`config.mk`:
```
export PLATFORM = sky130hd
export DESIGN_NAME = moving_average_sign_pwm_led_drive_core
export DESIGN_NICKNAME = d
export VERILOG_FILES = /design/src/sv/masp_pkg.sv /design/src/sv/masp_window_cell.sv /design/src/sv/masp_window_row.sv /design/src/sv/masp_duty_pipe.sv /design/src/sv/moving_average_sign_pwm_led_drive_core.sv
export SDC_FILE = /design/constraint.sdc
export NUM_CORES = 1
export LEC_CHECK = 0
export BUFFER_PORTS_ARGS = -buffer_cell sky130_fd_sc_hd__buf_2
export CAP_MARGIN = 25
export CORE_MARGIN = 2
export CORE_UTILIZATION = 38
export CTS_CLUSTER_DIAMETER = 40
export CTS_CLUSTER_SIZE = 30
export DETAILED_ROUTE_END_ITERATION = 16
export PLACE_DENSITY = 0.55
export SYNTH_ARGS = -nofsm -noshare
export SYNTH_HDL_FRONTEND = slang
export SYNTH_SLANG_ARGS = --single-unit
```
`constraint.sdc`:
```
create_clock -name aclk -period 7.1 [get_ports aclk]
set_input_delay 0.355 -clock aclk [delete_from_list [all_inputs] [get_ports aclk]]
set_output_delay 0.355 -clock aclk [all_outputs]
set_load 0.01 [all_outputs]
```
`src/sv/masp_pkg.sv`:
```
// shared constants and types for the moving average sign pwm led drive block
package masp_pkg;

    localparam int WINDOW_LEN_DEF  = 16;
    localparam int PWM_STEPS_DEF   = 100;
    localparam int SAMPLE_BITS_DEF = 12;

    localparam int OFFSET_BITS     = 12;
    localparam int FULL_SCALE_DEV  = 1000;

    typedef enum logic [1:0] {
        MODE_IDLE = 2'd0,
        MODE_POS  = 2'd1,
        MODE_NEG  = 2'd2
    } mode_t;

endpackage

```
`src/sv/masp_window_cell.sv`:
```
// one window cell: holds a sample and hands it to the next cell on each request
module masp_window_cell #(
    parameter int SAMPLE_BITS = masp_pkg::SAMPLE_BITS_DEF
) (
    input  logic                   aclk,
    input  logic                   aresetn,
    input  logic                   shift_en,
    input  logic [SAMPLE_BITS-1:0] d_in,
    output logic [SAMPLE_BITS-1:0] d_out
);

    logic [SAMPLE_BITS-1:0] sample_reg;

    always_ff @(posedge aclk) begin
        if (!aresetn) begin
            sample_reg <= '0;
        end else if (shift_en) begin
            sample_reg <= d_in;
        end
    end

    assign d_out = sample_reg;

endmodule

```
`src/sv/masp_window_row.sv`:
```
// row of window cells forming the sample delay line, oldest sample at the end
module masp_window_row #(
    parameter int WINDOW_LEN  = masp_pkg::WINDOW_LEN_DEF,
    parameter int SAMPLE_BITS = masp_pkg::SAMPLE_BITS_DEF
) (
    input  logic                   aclk,
    input  logic                   aresetn,
    input  logic                   shift_en,
    input  logic [SAMPLE_BITS-1:0] sample_in,
    output logic [SAMPLE_BITS-1:0] oldest
);

    logic [SAMPLE_BITS-1:0] tap [WINDOW_LEN+1];

    assign tap[0] = sample_in;

    for (genvar i = 0; i < WINDOW_LEN; i++) begin : g_cell
        masp_window_cell #(
            .SAMPLE_BITS(SAMPLE_BITS)
        ) u_cell (
            .aclk    (aclk),
            .aresetn (aresetn),
            .shift_en(shift_en),
            .d_in    (tap[i]),
            .d_out   (tap[i+1])
        );
    end

    assign oldest = tap[WINDOW_LEN];

endmodule

```
`src/sv/masp_duty_pipe.sv`:
```
// pipeline from window sum to mode, duty compare and led levels
module masp_duty_pipe #(
    parameter int WINDOW_LEN  = masp_pkg::WINDOW_LEN_DEF,
    parameter int PWM_STEPS   = masp_pkg::PWM_STEPS_DEF,
    parameter int SAMPLE_BITS = masp_pkg::SAMPLE_BITS_DEF,
    localparam int SUM_W = SAMPLE_BITS + $clog2(WINDOW_LEN),
    localparam int CNT_W = $clog2(PWM_STEPS),
    localparam int CMP_W = $clog2(PWM_STEPS + 1)
) (
    input  logic                              aclk,
    input  logic                              aresetn,
    input  logic                              in_valid,
    output logic                              in_ready,
    input  logic [SUM_W-1:0]                  in_total,
    input  logic [CNT_W-1:0]                  in_cnt,
    input  logic                              mod_en,
    input  logic [masp_pkg::OFFSET_BITS-1:0]  dc_offset,
    output logic                              out_valid,
    input  logic                              out_ready,
    output logic [SUM_W-1:0]                  out_total,
    output masp_pkg::mode_t                   out_mode,
    output logic [CMP_W-1:0]                  out_cmp,
    output logic                              out_led_pos,
    output logic                              out_led_neg
);

    localparam int LVL_W  = masp_pkg::OFFSET_BITS + $clog2(WINDOW_LEN);
    localparam int DIFF_W = (SUM_W > LVL_W) ? SUM_W : LVL_W;
    localparam int DIV    = WINDOW_LEN * masp_pkg::FULL_SCALE_DEV;
    localparam int DEV_W  = $clog2(DIV);
    localparam int DW     = (DIFF_W > DEV_W) ? DIFF_W : DEV_W;
    localparam int K      = $clog2(PWM_STEPS * DIV);
    localparam int RECIP  = (1 << K) / DIV;
    localparam int M_W    = $clog2(RECIP + 1);
    localparam int QM_W   = K + M_W;

    typedef struct packed {
        logic [SUM_W-1:0] total;
        logic [CNT_W-1:0] cnt;
        masp_pkg::mode_t  mode;
    } side_t;

    logic            v1_reg, v2_reg, v3_reg, v4_reg, v5_reg, v6_reg;
    logic            r1, r2, r3, r4, r5, r6;
    side_t           s1_reg, s2_reg, s3_reg, s4_reg, s5_reg;

    logic [DIFF_W-1:0] dev1_reg;
    logic              sat2_reg, sat3_reg, sat4_reg;
    logic [K-1:0]      prod2_reg, prod3_reg, prod4_reg;
    logic [QM_W-1:0]   qm3_reg;
    logic [CMP_W-1:0]  q04_reg;
    logic [K-1:0]      qd4_reg;
    logic [CMP_W-1:0]  cmp5_reg;

    logic [SUM_W-1:0]  total6_reg;
    masp_pkg::mode_t   mode6_reg;
    logic [CMP_W-1:0]  cmp6_reg;
    logic              led_pos6_reg, led_neg6_reg;

    logic [DIFF_W-1:0] lvl1, tot1, dev1_next;
    logic              pos1;
    side_t             s1_next;
    logic [DW-1:0]     dev_ext;
    logic [DEV_W-1:0]  dev_lo;
    logic [K-1:0]      rem5;
    logic [CMP_W-1:0]  q5, cmp5_next;
    logic              lit6;

    assign r6 = !v6_reg || out_ready;
    assign r5 = !v5_reg || r6;
    assign r4 = !v4_reg || r5;
    assign r3 = !v3_reg || r4;
    assign r2 = !v2_reg || r3;
    assign r1 = !v1_reg || r2;
    assign in_ready = r1;

    always_comb begin
        lvl1 = DIFF_W'(dc_offset) * DIFF_W'(WINDOW_LEN);
        tot1 = DIFF_W'(in_total);
        pos1 = tot1 > lvl1;
        dev1_next = pos1 ? (tot1 - lvl1) : (lvl1 - tot1);
        s1_next.total = in_total;
        s1_next.cnt   = in_cnt;
        if (!mod_en) begin
            s1_next.mode = masp_pkg::MODE_IDLE;
        end else if (pos1) begin
            s1_next.mode = masp_pkg::MODE_POS;
        end else begin
            s1_next.mode = masp_pkg::MODE_NEG;
        end
    end

    assign dev_ext = DW'(dev1_reg);
    assign dev_lo  = dev_ext[DEV_W-1:0];

    always_comb begin
        rem5 = prod4_reg - qd4_reg;
        q5   = q04_reg + CMP_W'(rem5 >= K'(DIV));
        if (s4_reg.mode == masp_pkg::MODE_IDLE) begin
            cmp5_next = '0;
        end else if (sat4_reg) begin
            cmp5_next = CMP_W'(PWM_STEPS);
        end else begin
            cmp5_next = q5;
        end
    end

    assign lit6 = CMP_W'(s5_reg.cnt) < cmp5_reg;

    always_ff @(posedge aclk) begin
        if (!aresetn) begin
            v1_reg <= 1'b0;
            v2_reg <= 1'b0;
            v3_reg <= 1'b0;
            v4_reg <= 1'b0;
            v5_reg <= 1'b0;
            v6_reg <= 1'b0;
        end else begin
            if (r1) v1_reg <= in_valid;
            if (r2) v2_reg <= v1_reg;
            if (r3) v3_reg <= v2_reg;
            if (r4) v4_reg <= v3_reg;
            if (r5) v5_reg <= v4_reg;
            if (r6) v6_reg <= v5_reg;
        end
    end

    always_ff @(posedge aclk) begin
        if (r1) begin
            s1_reg   <= s1_next;
            dev1_reg <= dev1_next;
        end
        if (r2) begin
            s2_reg    <= s1_reg;
            sat2_reg  <= dev_ext >= DW'(DIV);
            prod2_reg <= K'(dev_lo) * K'(PWM_STEPS);
        end
        if (r3) begin
            s3_reg    <= s2_reg;
            sat3_reg  <= sat2_reg;
            prod3_reg <= prod2_reg;
            qm3_reg   <= QM_W'(prod2_reg) * QM_W'(RECIP);
        end
        if (r4) begin
            s4_reg    <= s3_reg;
            sat4_reg  <= sat3_reg;
            prod4_reg <= prod3_reg;
            q04_reg   <= qm3_reg[K +: CMP_W];
            qd4_reg   <= K'(qm3_reg[K +: CMP_W]) * K'(DIV);
        end
        if (r5) begin
            s5_reg   <= s4_reg;
            cmp5_reg <= cmp5_next;
        end
        if (r6) begin
            total6_reg   <= s5_reg.total;
            mode6_reg    <= s5_reg.mode;
            cmp6_reg     <= cmp5_reg;
            led_pos6_reg <= !(lit6 && (s5_reg.mode == masp_pkg::MODE_POS));
            led_neg6_reg <= !(lit6 && (s5_reg.mode == masp_pkg::MODE_NEG));
        end
    end

    assign out_valid   = v6_reg;
    assign out_total   = total6_reg;
    assign out_mode    = mode6_reg;
    assign out_cmp     = cmp6_reg;
    assign out_led_pos = led_pos6_reg;
    assign out_led_neg = led_neg6_reg;

endmodule

```
`src/sv/moving_average_sign_pwm_led_drive_core.sv`:
```
// top level: moving average window, pwm counter and duty pipeline
// an accepted request passes through the six duty pipeline registers before its result reaches m_tvalid
// throughput: one request per cycle while m_tready does not stall the six-stage duty pipeline
// the running sum and pwm counter update in the cycle a request is accepted
// reset (aresetn low, synchronous) clears the window cells, sum, pwm counter,
// pipeline valids, and loads modulation_enable 1 and dc_offset 2048
module moving_average_sign_pwm_led_drive_core #(
    parameter int WINDOW_LEN  = masp_pkg::WINDOW_LEN_DEF,
    parameter int PWM_STEPS   = masp_pkg::PWM_STEPS_DEF,
    parameter int SAMPLE_BITS = masp_pkg::SAMPLE_BITS_DEF,
    localparam int SUM_W     = SAMPLE_BITS + $clog2(WINDOW_LEN),
    localparam int CMP_W     = $clog2(PWM_STEPS + 1),
    localparam int S_DATA_W  = ((SAMPLE_BITS + 7) / 8) * 8,
    localparam int OUT_BITS  = SUM_W + 2 + CMP_W + 2,
    localparam int M_DATA_W  = ((OUT_BITS + 7) / 8) * 8
) (
    input  logic                             aclk,
    input  logic                             aresetn,
    input  logic                             cfg_wr_en,
    input  logic                             cfg_index,
    input  logic [masp_pkg::OFFSET_BITS-1:0] cfg_data,
    input  logic                             s_tvalid,
    output logic                             s_tready,
    // raw_sample
    input  logic [S_DATA_W-1:0]              s_tdata,
    output logic                             m_tvalid,
    input  logic                             m_tready,
    // average_x16, mode, duty_compare, led_pos_level, led_neg_level
    output logic [M_DATA_W-1:0]              m_tdata
);

    localparam int CNT_W = $clog2(PWM_STEPS);
    localparam logic REG_MOD_ENABLE = 1'b0;
    localparam logic REG_DC_OFFSET  = 1'b1;

    logic                             mod_en_reg;
    logic [masp_pkg::OFFSET_BITS-1:0] dc_offset_reg;
    logic [SUM_W-1:0]                 sum_reg, sum_next;
    logic [CNT_W-1:0]                 cnt_reg, cnt_next;
    logic [SAMPLE_BITS-1:0]           sample, oldest;
    logic                             accept;

    logic [SUM_W-1:0]  out_total;
    masp_pkg::mode_t   out_mode;
    logic [CMP_W-1:0]  out_cmp;
    logic              out_led_pos, out_led_neg;

    assign sample   = s_tdata[SAMPLE_BITS-1:0];
    assign accept   = s_tvalid && s_tready;
    assign sum_next = sum_reg - SUM_W'(oldest) + SUM_W'(sample);
    assign cnt_next = (cnt_reg == CNT_W'(PWM_STEPS - 1)) ? '0 : cnt_reg + 1'b1;

    always_ff @(posedge aclk) begin
        if (!aresetn) begin
            mod_en_reg    <= 1'b1;
            dc_offset_reg <= masp_pkg::OFFSET_BITS'(2048);
            sum_reg       <= '0;
            cnt_reg       <= '0;
        end else begin
            if (cfg_wr_en) begin
                case (cfg_index)
                    REG_MOD_ENABLE: mod_en_reg    <= cfg_data[0];
                    REG_DC_OFFSET:  dc_offset_reg <= cfg_data;
                    default: ;
                endcase
            end
            if (accept) begin
                sum_reg <= sum_next;
                cnt_reg <= cnt_next;
            end
        end
    end

    masp_window_row #(
        .WINDOW_LEN (WINDOW_LEN),
        .SAMPLE_BITS(SAMPLE_BITS)
    ) u_row (
        .aclk     (aclk),
        .aresetn  (aresetn),
        .shift_en (accept),
        .sample_in(sample),
        .oldest   (oldest)
    );

    masp_duty_pipe #(
        .WINDOW_LEN (WINDOW_LEN),
        .PWM_STEPS  (PWM_STEPS),
        .SAMPLE_BITS(SAMPLE_BITS)
    ) u_pipe (
        .aclk       (aclk),
        .aresetn    (aresetn),
        .in_valid   (s_tvalid),
        .in_ready   (s_tready),
        .in_total   (sum_next),
        .in_cnt     (cnt_next),
        .mod_en     (mod_en_reg),
        .dc_offset  (dc_offset_reg),
        .out_valid  (m_tvalid),
        .out_ready  (m_tready),
        .out_total  (out_total),
        .out_mode   (out_mode),
        .out_cmp    (out_cmp),
        .out_led_pos(out_led_pos),
        .out_led_neg(out_led_neg)
    );

    assign m_tdata = M_DATA_W'({out_led_neg, out_led_pos, out_cmp, out_mode, out_total});

endmodule

```
==> flow_summary.ini <==
[status]
status = complete, no violations

[yosys]
ys_seq_area_share_pct = 52.8
synth-xor-area-share_pct = 2.40
syn_area_per_cell_um2 = 10.3
yosys.area_share.adder_pct = 15.6
synth_edf_count = 249
syn_inst = 2232
async_flop_share_pct = 0
synth_compound_area_share_pct = 11.1
syn_area_um2 = 23000
muxShareOfSynthArea_pct = 0.402
synth_top_area_share_pct = 32.5
yosysWarningCount = 0
ys_ff_latch = 483
synth-simple-area-share_pct = 11.5
synth_top_cell_by_area = edfxtp_1
synthFlopType = edfxtp_1
synth_top_family_by_area = adder cells
synth.distinct_cells = 74
synthTopCellsByArea = edfxtp_1 (32%), dfxtp_1 (20%), ha_1 (11%), nand2_1 (7.6%), a21oi_1 (6.0%)

[route]
drt_iter0_drc = 754
vias_per_cell = 4.78
drcViolationCount = 0
ant_nets = 0
vias = 15000
routedWlPerCell_um = 13.8
totalWireLength_mm = 43.3
firstDrtPassIters = 4

[global_route]
antenna_found_initial = 2
grt_max_degree = 157
grt-busiest-layer = met2
grtUsageMet1_pct = 19.0
grt_pass1_wl_mm = 72.4
grt_use_met2_pct = 22.2
grt_use_met3_pct = 3.22
gr-total-overflow = 0
grt_pass1_vias = 14900
grt.total_usage_pct = 14.0

[cts]
cts.path.max_buffers = 3
postCtsSetupRepairBufs = 0
path_clk_slew_ns = 0.05
insertion_delay_ns = 0.60
root_buffer = clkbuf_16
cts_tree = built
htreeDepth = 3
cts_inserted_buffers = 73
cts.sinks = 483

[final_layout]
drive_gt1_share_pct = 9.68
largest_reg_flops = 192
fill_cells = 5745
layout_common_cells = nand2_1 (465), a21oi_1 (276), inv_1 (258)
utilization_pct = 44.5
regArea_um2 = 12200
area_growth_pct = 16.2
diodes = 0
final_common_cell = nand2_1
fin_area_um2 = 26700
nets = 2597
multi_input_area_um2 = 9500

[hold_path]
worstHoldEndpoint = u_row.g_cell[0].u_cell.d_out[7]
hold_depth = 3
holdCritPathClass = input port to register
hp-start = s_tdata[7]

[die]
die_w_um = 250
die_h_um = 250
start_util_pct = 38.3
placementRows = 90
die_area_um2 = 62600
io_pins = 68
core-area_um2 = 60100

[placement]
hpwl_mm = 29.3
port_buffers = 58
gp_congestion = 0.828
placedInstanceArea_um2 = 24000

[timing]
rsz0062_at_grt = no
setup-tns-final_ns = 0
timing.fmax_ghz = 0.171
clock_skew_ns = 0.0250
setup_viol = 0
finalHoldViolations = 0
period_minus_slack_ns = 5.86
slew_headroom_pct = 40.9
post-route-period-util_pct = 82.5
max_slew.worst_pin.slew_ns = 0.887
drv_slew = 0

[setup_path]
startpoint = sum_reg[2]
critPathRequiredTime_ns = 7.44
r2r_cells = 22
worstReg2RegStart = sum_reg[2]
r2r_end = u_pipe.dev1_reg[12]
end_kind = register
cp.arrival_ns = 6.19
path_max_fanout = 16
worstSetupPathType = register to register
start_kind = register
ff2ff_setup_slack_ns = 1.24

[flow_run]
maxCapViolCount = 0
## routing by layer
| metal | wire length [um] | up-vias |
|---|---|---|
| li1 | - | 7703 |
| met1 | 21200 | 7068 |
| met2 | 19400 | 213 |
| met3 | 1820 | 65 |
| met4 | 822 | 0 |
| met5 | 0 | - |
## Yosys cell counts (3+ instances only)
master / instances
xor2_1: 22
a21boi_0: 4
o21ai_0: 23
o211ai_1: 10
inv_1: 260
clkbuf_1: 40
xnor2_1: 41
nor2b_1: 7
a21oi_2: 3
o41ai_1: 3
o21ai_1: 6
buf_4: 10
buf_2: 29
o21a_1: 11
nor4_1: 5
a211oi_1: 9
nor2_1: 69
o2111ai_1: 6
nand3b_1: 3
nand3_1: 21
a2111oi_0: 4
ha_1: 203
and3_1: 5
nand4_1: 4
nand2b_1: 5
dfxtp_1: 234
a21oi_1: 276
o21bai_1: 12
nor4b_1: 3
nor3b_1: 4
o311ai_0: 3
nand2_1: 467
and2_1: 5
or3_1: 10
a31oi_1: 8
a21o_1: 24
fa_1: 53
buf_1: 8
edfxtp_1: 249
mux2i_1: 7
or2_2: 3
nor3_1: 23
## kinds of logic (layout without fill, tap and decap cells)
kind of cell / after synthesis / in the layout
and+or+nand+nor: 641 / 641
DFF: 483 / 483
AOI/OAI and AO/OA: 429 / 429
buffers and inverters: 350 / 480
adders and majority gates: 256 / 256
xor gates and xnor gates: 63 / 63
muxes: 9 / 9
other: 1 / 5
## worst max-delay path: stages (launching register included)
cell	delay, ns
dfxtp_1	0.30
inv_1	0.06
fa_1	0.50
inv_1	0.04
ha_1	0.34
nor2b_1	0.15
o21ai_1	0.16
a21boi_1	0.12
o31a_1	0.29
o21ai_0	0.31
a2111oi_0	0.17
nor3_1	0.52
inv_1	0.12
ha_1	0.49
and3_2	0.28
or2_2	0.11
o22ai_1	0.08
o31ai_2	0.48
o41ai_4	0.25
buf_4	0.26
or3_1	0.38
o31ai_2	0.08
xnor2_1	0.09
## per-stage QoR
step / setup WS (ns) / hold WS, ns / cells
final: 1.24 / 0.0414 / 3148
after global routing: 0.850 / 0.0339 / 3148
after CTS: 1.24 / 0.00681 / 3144
after detailed placement: 0.994 / 0.405 / 2996
after global placement: 1.13 / 0.401 / 2996
after floorplan: 2.33 / 0.400 / 2236
## timing repair
action / 4_1_cts / 5_1_grt
gates resized for setup: 0 / 0
endpoints found under the setup margin: 0 / 0
hold endpoints to repair: 15 / 0
hold buffers: 14 / 0
## how the worst max path moves through the flow
| stage | to | slack [ns] | cells after the start |
|---|---|---|---|
| after global placement | u_pipe.dev1_reg[12] | 1.13 | 23 |
| after detailed placement | u_pipe.dev1_reg[12] | 0.99 | 23 |
| after CTS | u_pipe.dev1_reg[12] | 1.24 | 22 |
| after global routing | u_pipe.dev1_reg[12] | 0.85 | 22 |
| final | u_pipe.dev1_reg[12] | 1.24 | 22 |
| after floorplan | u_pipe.dev1_reg[12] | 2.33 | 22 |
## layout make-up
class	count	share of cell area, %
clock buffers	80	7.12
clock inverters	54	2.29
inverters	261	3.68
multi-input cells	1403	35.5
flip-flops and latches	483	45.5
well taps	782	3.66
repair buffers	85	2.26
Power is left out: the tool's default activity adds up to more than one toggle a clock period on the data nets, which glitch-free logic cannot reach.
